===== src/hw/rtl/olst_pkg.sv =====
// Shared constants, operation codes and types for the ordered list store.
package olst_pkg;

   // Store geometry.
   localparam int DEPTH  = 16;
   localparam int IDX_W  = (DEPTH > 1) ? $clog2(DEPTH) : 1;
   localparam int CNT_W  = $clog2(DEPTH + 1);
   localparam int DATA_W = 32;
   localparam int KIND_W = 4;
   localparam int STAT_W = 2;
   localparam int TALLY_W = 5;

   // Request kinds.
   localparam logic [KIND_W-1:0] KIND_PUSH_FRONT = 4'd0;
   localparam logic [KIND_W-1:0] KIND_PUSH_BACK  = 4'd1;
   localparam logic [KIND_W-1:0] KIND_REMOVE     = 4'd2;
   localparam logic [KIND_W-1:0] KIND_POP_FRONT  = 4'd3;
   localparam logic [KIND_W-1:0] KIND_POP_BACK   = 4'd4;
   localparam logic [KIND_W-1:0] KIND_SEARCH     = 4'd5;
   localparam logic [KIND_W-1:0] KIND_COUNT      = 4'd6;
   localparam logic [KIND_W-1:0] KIND_PEEK_FRONT = 4'd7;
   localparam logic [KIND_W-1:0] KIND_PEEK_BACK  = 4'd8;
   localparam logic [KIND_W-1:0] KIND_LENGTH     = 4'd9;

   // Response status codes.
   localparam logic [STAT_W-1:0] STAT_OK       = 2'd0;
   localparam logic [STAT_W-1:0] STAT_EMPTY    = 2'd1;
   localparam logic [STAT_W-1:0] STAT_NOTFOUND = 2'd2;
   localparam logic [STAT_W-1:0] STAT_FULL     = 2'd3;

   // Commands broadcast to every cell.
   localparam logic [1:0] CMD_HOLD      = 2'd0;
   localparam logic [1:0] CMD_SHIFT_IN  = 2'd1;  // every cell takes its front neighbor
   localparam logic [1:0] CMD_SHIFT_OUT = 2'd2;  // cells at or after pos take back neighbor
   localparam logic [1:0] CMD_LOAD      = 2'd3;  // the cell at pos takes the value

   typedef struct packed {
      logic [1:0]        op;
      logic [IDX_W-1:0]  pos;
      logic [DATA_W-1:0] value;
   } cell_cmd_type;

endpackage


===== src/hw/rtl/olst_cell.sv =====
// One storage cell of the list: holds an entry, shifts with its neighbors, compares.
module olst_cell (
   input  logic                        clock,
   input  logic [olst_pkg::IDX_W-1:0]  cell_idx,
   input  logic [olst_pkg::DATA_W-1:0] key,
   input  olst_pkg::cell_cmd_type      cmd,
   input  logic [olst_pkg::DATA_W-1:0] prev_data,
   input  logic [olst_pkg::DATA_W-1:0] next_data,
   output logic [olst_pkg::DATA_W-1:0] data_out,
   output logic                        match_out
);
   import olst_pkg::*;

   logic [DATA_W-1:0] data_ff;
   logic [DATA_W-1:0] data_in;
   logic              match_ff;
   logic              match_in;

   // Next entry value from the broadcast command.
   always_comb begin
      data_in = data_ff;
      case (cmd.op)
         CMD_SHIFT_IN: begin
            data_in = prev_data;
         end
         CMD_SHIFT_OUT: begin
            if (cell_idx >= cmd.pos) begin
               data_in = next_data;
            end
         end
         CMD_LOAD: begin
            if (cell_idx == cmd.pos) begin
               data_in = cmd.value;
            end
         end
         default: begin
            data_in = data_ff;
         end
      endcase
   end

   // Local compare against the latched key.
   assign match_in = (data_ff == key);

   always_ff @(posedge clock) begin
      data_ff  <= data_in;
      match_ff <= match_in;
   end

   assign data_out  = data_ff;
   assign match_out = match_ff;

endmodule


===== src/hw/rtl/olst_ctrl.sv =====
// Sequencer of the list: latches a request, reads the cell matches, issues the cell command.
module olst_ctrl (
   input  logic                          clock,
   input  logic                          reset,
   input  logic                          req_tvalid,
   output logic                          req_tready,
   input  logic [olst_pkg::DATA_W-1:0]   req_tdata,
   input  logic [olst_pkg::KIND_W-1:0]   req_tuser,
   output logic                          rsp_tvalid,
   input  logic                          rsp_tready,
   output logic [olst_pkg::DATA_W-1:0]   rsp_element,
   output logic [olst_pkg::TALLY_W-1:0]  rsp_tally,
   output logic [olst_pkg::STAT_W-1:0]   rsp_status,
   output logic [olst_pkg::DATA_W-1:0]   key,
   output olst_pkg::cell_cmd_type        cmd,
   input  logic [olst_pkg::DATA_W-1:0]   cell_data [olst_pkg::DEPTH],
   input  logic [olst_pkg::DEPTH-1:0]    cell_match
);
   import olst_pkg::*;

   localparam logic [1:0] S_IDLE = 2'd0;
   localparam logic [1:0] S_CMP  = 2'd1;
   localparam logic [1:0] S_EXEC = 2'd2;

   logic [1:0]         state_ff, state_in;
   logic [KIND_W-1:0]  kind_ff, kind_in;
   logic [DATA_W-1:0]  key_ff, key_in;
   logic [CNT_W-1:0]   used_ff, used_in;
   logic               rsp_valid_ff, rsp_valid_in;
   logic [STAT_W-1:0]  status_ff, status_in;
   logic [DATA_W-1:0]  element_ff, element_in;
   logic [TALLY_W-1:0] tally_ff, tally_in;

   logic               accept;
   logic               commit;
   logic [DEPTH-1:0]   hit_vec;
   logic [CNT_W-1:0]   hit_cnt;
   logic [IDX_W-1:0]   first_pos;
   logic               any_hit;
   logic [CNT_W-1:0]   last_cnt;
   logic [IDX_W-1:0]   back_idx;
   logic               is_empty;
   logic               is_full;
   logic [CNT_W-1:0]   tally_cnt;
   logic [31:0]        tally_wide;

   assign accept     = req_tvalid && req_tready;
   assign req_tready = (state_ff == S_IDLE);
   assign commit     = (state_ff == S_EXEC) && (!rsp_valid_ff || rsp_tready);
   assign is_empty   = (used_ff == '0);
   assign is_full    = (used_ff == CNT_W'(DEPTH));
   assign last_cnt   = used_ff - CNT_W'(1);
   assign back_idx   = last_cnt[IDX_W-1:0];

   // Matches limited to live entries, then first position and count.
   always_comb begin
      hit_cnt   = '0;
      first_pos = '0;
      for (int i = 0; i < DEPTH; i++) begin
         hit_vec[i] = cell_match[i] && (CNT_W'(i) < used_ff);
      end
      for (int i = DEPTH - 1; i >= 0; i--) begin
         if (hit_vec[i]) begin
            first_pos = IDX_W'(i);
         end
      end
      for (int i = 0; i < DEPTH; i++) begin
         hit_cnt = hit_cnt + CNT_W'(hit_vec[i]);
      end
   end
   assign any_hit = |hit_vec;

   // Operation decode: result fields, next length and cell command.
   always_comb begin
      status_in  = STAT_OK;
      element_in = '0;
      tally_cnt  = used_ff;
      used_in    = used_ff;
      cmd.op     = CMD_HOLD;
      cmd.pos    = '0;
      cmd.value  = key_ff;
      case (kind_ff)
         KIND_PUSH_FRONT, KIND_PUSH_BACK: begin
            if (is_full) begin
               status_in = STAT_FULL;
            end else begin
               used_in   = used_ff + CNT_W'(1);
               tally_cnt = used_in;
               if (kind_ff == KIND_PUSH_FRONT) begin
                  cmd.op = CMD_SHIFT_IN;
               end else begin
                  cmd.op  = CMD_LOAD;
                  cmd.pos = used_ff[IDX_W-1:0];
               end
            end
         end
         KIND_REMOVE, KIND_SEARCH: begin
            if (is_empty) begin
               status_in = STAT_EMPTY;
               tally_cnt = '0;
            end else if (!any_hit) begin
               status_in = STAT_NOTFOUND;
            end else begin
               element_in = key_ff;
               tally_cnt  = CNT_W'(first_pos);
               if (kind_ff == KIND_REMOVE) begin
                  cmd.op  = CMD_SHIFT_OUT;
                  cmd.pos = first_pos;
                  used_in = last_cnt;
               end
            end
         end
         KIND_POP_FRONT, KIND_POP_BACK: begin
            if (is_empty) begin
               status_in = STAT_EMPTY;
               tally_cnt = '0;
            end else begin
               used_in   = last_cnt;
               tally_cnt = last_cnt;
               if (kind_ff == KIND_POP_FRONT) begin
                  element_in = cell_data[0];
                  cmd.op     = CMD_SHIFT_OUT;
               end else begin
                  element_in = cell_data[back_idx];
               end
            end
         end
         KIND_COUNT: begin
            tally_cnt = hit_cnt;
         end
         KIND_PEEK_FRONT, KIND_PEEK_BACK: begin
            if (is_empty) begin
               status_in = STAT_EMPTY;
               tally_cnt = '0;
            end else if (kind_ff == KIND_PEEK_FRONT) begin
               element_in = cell_data[0];
            end else begin
               element_in = cell_data[back_idx];
            end
         end
         default: begin
            tally_cnt = used_ff;
         end
      endcase
      if (!commit) begin
         cmd.op  = CMD_HOLD;
         used_in = used_ff;
      end
   end

   // The tally field keeps the low five bits of the count.
   assign tally_wide = 32'(tally_cnt);
   assign tally_in   = tally_wide[TALLY_W-1:0];

   // Sequencer and request latch.
   always_comb begin
      state_in = state_ff;
      kind_in  = kind_ff;
      key_in   = key_ff;
      case (state_ff)
         S_IDLE: begin
            if (accept) begin
               state_in = S_CMP;
               kind_in  = req_tuser;
               key_in   = req_tdata;
            end
         end
         S_CMP: begin
            state_in = S_EXEC;
         end
         S_EXEC: begin
            if (commit) begin
               state_in = S_IDLE;
            end
         end
         default: begin
            state_in = S_IDLE;
         end
      endcase
   end

   // Output register: loaded on commit, emptied when the beat is taken.
   assign rsp_valid_in = commit || (rsp_valid_ff && !rsp_tready);

   always_ff @(posedge clock) begin
      if (reset) begin
         state_ff     <= S_IDLE;
         used_ff      <= '0;
         rsp_valid_ff <= 1'b0;
      end else begin
         state_ff     <= state_in;
         used_ff      <= used_in;
         rsp_valid_ff <= rsp_valid_in;
      end
   end

   always_ff @(posedge clock) begin
      kind_ff <= kind_in;
      key_ff  <= key_in;
      if (commit) begin
         status_ff  <= status_in;
         element_ff <= element_in;
         tally_ff   <= tally_in;
      end
   end

   assign key         = key_ff;
   assign rsp_tvalid  = rsp_valid_ff;
   assign rsp_status  = status_ff;
   assign rsp_element = element_ff;
   assign rsp_tally   = tally_ff;

   // The length never exceeds the capacity.
   a_used_bound: assert property (@(posedge clock) disable iff (reset)
      used_ff <= CNT_W'(DEPTH))
      else $error("list length above capacity");

   // Cells only move during the execute step.
   a_cmd_exec: assert property (@(posedge clock) disable iff (reset)
      (cmd.op != CMD_HOLD) |-> (state_ff == S_EXEC))
      else $error("cell command outside execute step");

   // A refused insert leaves the length unchanged.
   a_full_hold: assert property (@(posedge clock) disable iff (reset)
      (commit && is_full && (kind_ff == KIND_PUSH_FRONT || kind_ff == KIND_PUSH_BACK))
      |=> (used_ff == $past(used_ff)))
      else $error("insert into full list changed length");

   // An accepted beat always moves on to the compare step.
   a_accept_cmp: assert property (@(posedge clock) disable iff (reset)
      accept |=> (state_ff == S_CMP))
      else $error("accepted beat did not reach compare step");

endmodule


===== src/hw/rtl/ordered_list_store_top.sv =====
// Top level of the ordered list store: a row of storage cells and its sequencer.
//
// The store keeps up to 16 signed 32-bit values in order in a row of cells;
// each request beat on req_ names one operation in req_tuser and carries its
// operand in req_tdata, and gives exactly one response beat on rsp_. One
// request is processed at a time, in steps: the accept step, a compare
// step in which every cell compares its entry with the operand into a
// match register, and an execute step that reads those matches, shifts or
// loads the cells and fills the output register. A new request is taken
// only after the execute step of the last one; the next request is accepted
// while a finished response still waits, but its execute step waits for the
// output register. Insert into a full store is refused with status full.
module ordered_list_store_top (
   input  logic        clock,
   input  logic        reset,
   input  logic        req_tvalid,
   output logic        req_tready,
   input  logic [31:0] req_tdata,   // operand[31:0]
   input  logic [3:0]  req_tuser,   // kind[3:0]
   output logic        rsp_tvalid,
   input  logic        rsp_tready,
   output logic [39:0] rsp_tdata,   // element[31:0], tally[36:32], zero fill[39:37]
   output logic [1:0]  rsp_tuser    // status[1:0]
);
   import olst_pkg::*;

   logic [DATA_W-1:0]  cell_data [DEPTH];
   logic [DEPTH-1:0]   cell_match;
   logic [DATA_W-1:0]  key;
   cell_cmd_type       cmd;
   logic [DATA_W-1:0]  rsp_element;
   logic [TALLY_W-1:0] rsp_tally;

   // Sequencer.
   olst_ctrl u_ctrl (
      .clock       (clock),
      .reset       (reset),
      .req_tvalid  (req_tvalid),
      .req_tready  (req_tready),
      .req_tdata   (req_tdata),
      .req_tuser   (req_tuser),
      .rsp_tvalid  (rsp_tvalid),
      .rsp_tready  (rsp_tready),
      .rsp_element (rsp_element),
      .rsp_tally   (rsp_tally),
      .rsp_status  (rsp_tuser),
      .key         (key),
      .cmd         (cmd),
      .cell_data   (cell_data),
      .cell_match  (cell_match)
   );

   // Row of cells; the front cell shifts in the operand, the back cell keeps its own entry.
   for (genvar i = 0; i < DEPTH; i++) begin : g_cell
      logic [DATA_W-1:0] prev_data;
      logic [DATA_W-1:0] next_data;

      if (i == 0) begin : g_front
         assign prev_data = cmd.value;
      end else begin : g_mid_prev
         assign prev_data = cell_data[i-1];
      end

      if (i == DEPTH - 1) begin : g_back
         assign next_data = cell_data[i];
      end else begin : g_mid_next
         assign next_data = cell_data[i+1];
      end

      olst_cell u_cell (
         .clock     (clock),
         .cell_idx  (IDX_W'(i)),
         .key       (key),
         .cmd       (cmd),
         .prev_data (prev_data),
         .next_data (next_data),
         .data_out  (cell_data[i]),
         .match_out (cell_match[i])
      );
   end

   // Response packing.
   assign rsp_tdata = {3'b000, rsp_tally, rsp_element};

endmodule

===== config.mk =====
export PLATFORM = sky130hd
export DESIGN_NAME = ordered_list_store_top
export DESIGN_NICKNAME = d
export VERILOG_FILES = /design/src/hw/rtl/olst_pkg.sv /design/src/hw/rtl/olst_cell.sv /design/src/hw/rtl/olst_ctrl.sv /design/src/hw/rtl/ordered_list_store_top.sv
export SDC_FILE = /design/constraint.sdc
export NUM_CORES = 1
export LEC_CHECK = 0
export BUFFER_PORTS_ARGS = -buffer_cell sky130_fd_sc_hd__buf_2
export CAP_MARGIN = 40
export CORE_ASPECT_RATIO = 0.9
export CORE_UTILIZATION = 60
export DETAILED_ROUTE_END_ITERATION = 10
export PLACE_DENSITY = 0.77
export SLEW_MARGIN = 20
export SYNTH_ARGS = -nofsm -noshare
export SYNTH_HDL_FRONTEND = slang
export SYNTH_HIERARCHICAL = 1
export SYNTH_SLANG_ARGS = --single-unit

===== constraint.sdc =====
create_clock -name clock -period 8.1 [get_ports clock]
set_input_delay 0.405 -clock clock [delete_from_list [all_inputs] [get_ports clock]]
set_output_delay 0.405 -clock clock [all_outputs]
set_load 0.01 [all_outputs]

# [Word level (Yosys, flattened, before mapping)]
# Index checks and enable logic that the tools add are counted.
[totals] register_bits=611 latchBits=0 out_inout_bits=44 mem_bits_ro=0 n_memories=0 wordCells=330 ramBits=0 input_bits=40
[classes] n_shift=0 bitwise=1 n_reduce_logical=55 eq_ne=82 muxes=103 n_lt_le_gt_ge=32 mul=0 n_addsub=17 n_div=0
[ops] op="case mux 32 bit (3 select lines)" n=16
[ops] op="2-to-1 mux 32 bit" n=39
[ops] op="== test 32 bit" n=16
[ops] op="binary-select mux 32 bit (select 4 bit)" n=1
[ops] op="adder 5 x 1 -> 5 bit" n=14
[ops] op="2-to-1 mux 4 bit" n=17
[ops] op="inequality test 2 x 1 -> 1 bit (second input constant)" n=34
[ops] op="case mux 32 bit (2 select lines)" n=1
[ops] op="2-to-1 mux 5 bit" n=9
[ops] op="AND reduction 3 bit" n=15
[ops] op="less-than comparator 4 x 5 -> 1 bit (first input constant)" n=8
[ops] op="== test 4 bit (first input constant)" n=8
[ops] op="greater-or-equal comparator 4 bit (first input constant)" n=7
[ops] op="case mux 5 bit (5 select lines)" n=1
[ops] op="2-to-1 mux 6 bit" n=4
[ops] op="less-than comparator 3 x 5 -> 1 bit (first input constant)" n=4
[ops] op="logical AND 1 bit" n=19
[ops] op="2-to-1 mux 2 bit" n=9
[ops] op="case mux 2 bit (3 select lines)" n=3
[ops] op="== test 3 x 4 -> 1 bit (first input constant)" n=4
[ops] op="== test 4 x 3 -> 1 bit (second input constant)" n=4
[ops] op="greater-or-equal comparator 3 x 4 -> 1 bit (first input constant)" n=4
[ops] op="OR reduction 16 bit" n=1
[ops] op="case mux 5 bit (3 select lines)" n=1
[ops] op="31 further kinds" n=51

# [Longest topological paths before layout]
[depth] ltp_word=26 depth_mapped=19 depth_no_buf=17

# [Hierarchy]
# Netlist, hierarchy kept.
[by_module_without_submodules] mod="olst_cell" seq_area_each_um2=980.9 area_per_inst_um2=2107.0 cells_each=198 instances=16
[by_module_without_submodules] mod="olst_ctrl" seq_area_each_um2=2412.3 area_per_inst_um2=9320.2 cells_each=822 instances=1
[by_module_without_submodules] mod="ordered_list_store_top" seq_area_each_um2=0.0 area_per_inst_um2=30.0 cells_each=5 instances=1

# [Least setup slack after synthesis]
# No wires, ideal clock.
[synth_timing] path_type="register to register" from="register u_ctrl.used_ff[1]" to="register g_cell[0].u_cell.data_ff[0], enable pin" stages_incl_launch_ff=14 setup_time_ns=0.391 arrival_time_ns=5.602 path_buffers=3 setup_slack_ns=2.107 t_required_ns=7.709 synth_period_minus_slack_ns=5.993 path_cell_list="dfxtp_1 > buf_6 > clkbuf_1 > inv_1 > ha_1 > o21ai_0 > nand2_1 > ha_1 > and4b_4 > nand2_1 > nand2_1 > a211oi_1 > buf_2 > o22a_1"
[synth_lines] item="from (decl)" line="olst_ctrl.sv:28" source="logic [CNT_W-1:0] used_ff, used_in;"
[synth_lines] item="from (signal assigned)" line="olst_ctrl.sv:192" source="used_ff <= used_in;"
[synth_lines] item="to (signal assigned)" line="olst_cell.sv:46" source="data_ff <= data_in;"
[synth_lines] item="to (decl)" line="olst_cell.sv:14" source="logic [DATA_W-1:0] data_ff;"

==> impl.org <==
** Outcome
- The flow ran to the end, and the final reports show no timing, DRC or antenna violations.

** Timing
- The tightest hold path in the finished design has a slack of 0.0336 ns.
- Setup-failing EPs final :: 0
- Number of failing hold endpoints at the final stage :: 0
- Subtracting the final worst setup slack from the clock period gives 5.59 ns.
- Worst slew margin relative to its limit :: 0.155
- At the pin with the least slew margin, the transition time is 1.27 ns.
- Of the available clock period, the critical path in the final layout requires 0.690.
- Setup repair after global routing left no endpoint under its margin.
- Final WS setup :: 2.51 ns
- On the final layout, the worst clock skew is 0.0271 ns.
- Max Transition Viols Final :: 0
- For this run, the top clock speed supported by timing is 179 MHz.
- Setup total negative slack :: 0 ns

** Clocking
- CTS Buffer Depth :: 3
- TritonCTS clock tree :: yes
- CTS built an H-tree with a depth of 3.
- After clock tree synthesis, the clock-pin slew on the worst setup and hold paths is 0.06 ns.
- CTS buffer count :: 69
- Clock Latency Late Sink :: 0.62 ns
- Number of hold buffers added after cts :: 36
- Post-CTS setup buffers :: 0
- CTS saw 611 sinks.
- CTS-repair resized insts :: 0
- The tree is rooted in a sky130_fd_sc_hd__clkbuf_16.

** Placed design
- Routability-driven placement finished with a final weighted congestion of 0.940.
- Half-perimeter wire length of the detailed placement result :: 83200 um
- OpenSTA, run right after detailed placement, puts the worst setup slack at 2.37 ns.
- Count of input and output buffers :: 80
- Count of placed standard cells including taps :: 4885

** Hold path
- Worst Hold Path Cells :: 2
- In this run the most critical hold path is launched from req_tvalid.
- In this run the worst hold path is classified as in2reg.
- The worst hold path terminates at u_ctrl/state_ff[0].

** Route
- After detailed routing, the met3 layer carries 15400 um of wire.
- Summed over all nets, wire length on met2 after detailed routing comes to 55900 um.
- Final routed wirelength across all metal layers :: 126000 um
- Number of DRC markers in iteration 0 :: 5134
- Antenna-violating nets left :: 0
- After detailed routing, the number of vias per cell comes to 6.58.
- Dividing the detail-routed wire length by the instance count gives 24.9 um.
- Top Metal Used :: met5
- # DRC :: 0
- First-pass iteration count of the detailed router :: 6
- Summing over every cut layer, the via total after detailed routing is 33.3k.
- In the final routing, the length of wire on met1 measures 51100 um.

** Final layout
- Final #Nets :: 4180
- Share of cells above drive strength 1 :: 0.113
- The number of antenna diodes in the final layout is 0.
- Number of cells in the finished layout apart from fillers :: 5053
- Most frequent cells in the layout :: sky130_fd_sc_hd__a21oi_1, sky130_fd_sc_hd__edfxtp_1, sky130_fd_sc_hd__nor2_1
- From synthesis to final layout, the design area changed by 8.91%.
- Leaving out fill and tap cells, the most frequent cell in the layout is sky130_fd_sc_hd__a21oi_1.

** Critical path
- Data arrival, critical path :: 5.88 ns
- Endpoint required time on the critical path :: 8.38 ns
- Setup slack on the worst reg-to-reg path comes out at 2.51 ns.
- Measured in cells, the most critical reg-to-reg path has a length of 16.
- The worst setup path is captured at a flop.
- Worst reg2reg path endpoint :: g_cell[2].u_cell/data_out[29]
- Critical Path Fanout Max :: 34
- R2R Path Start :: u_ctrl/used_ff[0]
- Startpoint type of the worst setup path :: flop
- Start-to-end type of the worst setup path :: reg2reg

** Yosys
- Async set-or-reset flop fraction in the synthesized netlist :: 0
- The most used flip-flop cell after synthesis is sky130_fd_sc_hd__edfxtp_1.
- Each instance of the synthesized netlist takes up on average 10.8 um2.
- Ranked by total cell area, the synthesized netlist is headed by sky130_fd_sc_hd__edfxtp_1, sky130_fd_sc_hd__mux2i_1, sky130_fd_sc_hd__xor2_1.
- Sequential-to-total area share from yosys stat :: 0.420
- For this run, the number of Yosys warnings is 6.
- Summed over all instances, the cell type with the most area after synthesis is sky130_fd_sc_hd__edfxtp_1.
- Count of state elements after synthesis :: 611
- Count of unique library cells instantiated by Yosys :: 74
- Number of flops mapped to enable cells by yosys :: 587
- The share of synthesized area in the top cell type comes to 0.409.
- Synthesis handed over a netlist of 3995 instances.
- Total standard cell area after synthesis :: 43100 um2

** Floorplan
- Die Span Y :: 256 um
- For this configuration, the core starts out at a cell density of 0.610.
- Overall die area :: 72800 um2
- The die is 284 um wide.
- Core outline area :: 70600 um2
- I/O pin count :: 84
- Number of placement rows :: 92

** Global route
- Number of antenna violations at the first check in global routing :: 4
- Aggregate global routing overflow :: 0
- Across every metal layer, demand over resource in global routing totals 0.339.
- Entering global routing, the biggest net connects 240 pins.
- The number of global-route vias before repair is 30.9k.
- First-pass GRT wire length :: 190000 um

** Run
- Max-cap violations in this run came to 0.

** Power
- Leakage component of the power :: 0.0158 uW
- Largest voltage drop on the vdd net :: 148 uV
- Final Power :: 7320 uW
- In this run the power density over the cells is 156 nW/um2.
## cell usage after synthesis (all sizes together) (4+ instances only)
master,instances
clkbuf,108
mux4,128
a21o,4
edfxtp,587
fa,10
a21oi,635
nand3b,4
buf,182
a21boi,8
nand4,50
xor2,516
nor2b,54
nor2,551
o21a,4
o21ai,20
o31ai,5
a211oi,38
dfxtp,24
nand3,9
nor3,11
o22ai,4
nand2,65
o22a,17
o211ai,21
and2,4
mux2i,547
a22oi,33
ha,74
a221oi,4
nand2b,7
inv,85
nor4,128
xnor2,6
and3,5
or3,5
## worst max-delay path by stage
stage | start | to | depth (start not counted) | slack [ns]
after global placement | u_ctrl/used_ff[1] | u_ctrl/rsp_tally[4] | 17 | 2.42
after CTS | u_ctrl/used_ff[1] | g_cell[2].u_cell/data_out[29] | 17 | 2.35
after global routing | u_ctrl/used_ff[1] | u_ctrl/rsp_tally[4] | 18 | 2.27
final | u_ctrl/used_ff[0] | g_cell[2].u_cell/data_out[29] | 16 | 2.51
after detailed placement | u_ctrl/used_ff[1] | g_cell[2].u_cell/data_out[1] | 17 | 2.37
after floorplan | u_ctrl/used_ff[1] | g_cell[0].u_cell/data_out[0] | 13 | 2.11
## power breakdown
| group | switching [uW] | total [uW] | internal, uW |
|---|---|---|---|
| Sequential | 29.9 | 3490 | 3460 |
| Combinational | 394 | 610 | 217 |
| Clock | 1370 | 3210 | 1850 |
## per-stage QoR
| step | util | cell area [um2] |
|---|---|---|
| 6_report | 0.665 | 46900 |
| 5_1_grt | 0.665 | 46900 |
| 4_1_cts | 0.664 | 46900 |
| 3_5_place_dp | 0.627 | 44200 |
| 3_3_place_gp | 0.623 | 43900 |
| 2_1_floorplan | - | 43300 |
## flip-flops by register name, indices dropped and copies added, names as in the netlist
name,count
g_cell.u_cell/data_out,512
g_cell.u_cell/match_out,16
u_ctrl/key,32
u_ctrl/kind_ff,4
u_ctrl/rsp_element,32
u_ctrl/rsp_status,2
u_ctrl/rsp_tally,5
u_ctrl/rsp_tvalid,1
u_ctrl/state_ff,2
u_ctrl/used_ff,5
## cell type report
cell class	instances	area, um2
clock buffer	83	1900
clock inverter	45	382
fill	5356	23700
inverter	85	319
multi-input combinational	3074	23200
sequential	611	18100
tap	940	1180
timing repair buffer	215	1830
## cells by family after synthesis
| kind of cell | after synthesis | share of synthesized area |
|---|---|---|
| AO/OA/AOI/OAI | 818 | 0.106 |
| XOR/XNOR | 522 | 0.106 |
| adder cells (fa/ha/maj) | 84 | 0.0261 |
| buffers and inverters | 375 | 0.0495 |
| flip-flops | 611 | 0.420 |
| multiplexers | 675 | 0.194 |
| other | 2 | 0.000174 |
| AND/OR/NAND/NOR | 908 | 0.0970 |
## routing by layer
metal  global-route usage  vias up
met4               0.0909        6
met2                0.500     1982
met1                0.501    16200
met3               0.0791      203
met5                    0        -
li1                     -    14800
## critical path, cell delays in order (launching register included)
cell and delay, ns:
sky130_fd_sc_hd__dfxtp_4 0.60, sky130_fd_sc_hd__buf_12 0.29, sky130_fd_sc_hd__buf_4 0.60, sky130_fd_sc_hd__o2111ai_1 0.25
sky130_fd_sc_hd__nand3_1 0.18, sky130_fd_sc_hd__nor4b_2 0.11, sky130_fd_sc_hd__and2_1 0.22, sky130_fd_sc_hd__or4_1 0.52
sky130_fd_sc_hd__o22ai_1 0.29, sky130_fd_sc_hd__buf_4 0.32, sky130_fd_sc_hd__inv_1 0.07, sky130_fd_sc_hd__ha_1 0.30
sky130_fd_sc_hd__nor2b_1 0.13, sky130_fd_sc_hd__o211ai_1 0.08, sky130_fd_sc_hd__a21oi_1 0.14, sky130_fd_sc_hd__o22a_2 0.65
sky130_fd_sc_hd__buf_4 0.44
(Power assumes the default switching activity.)
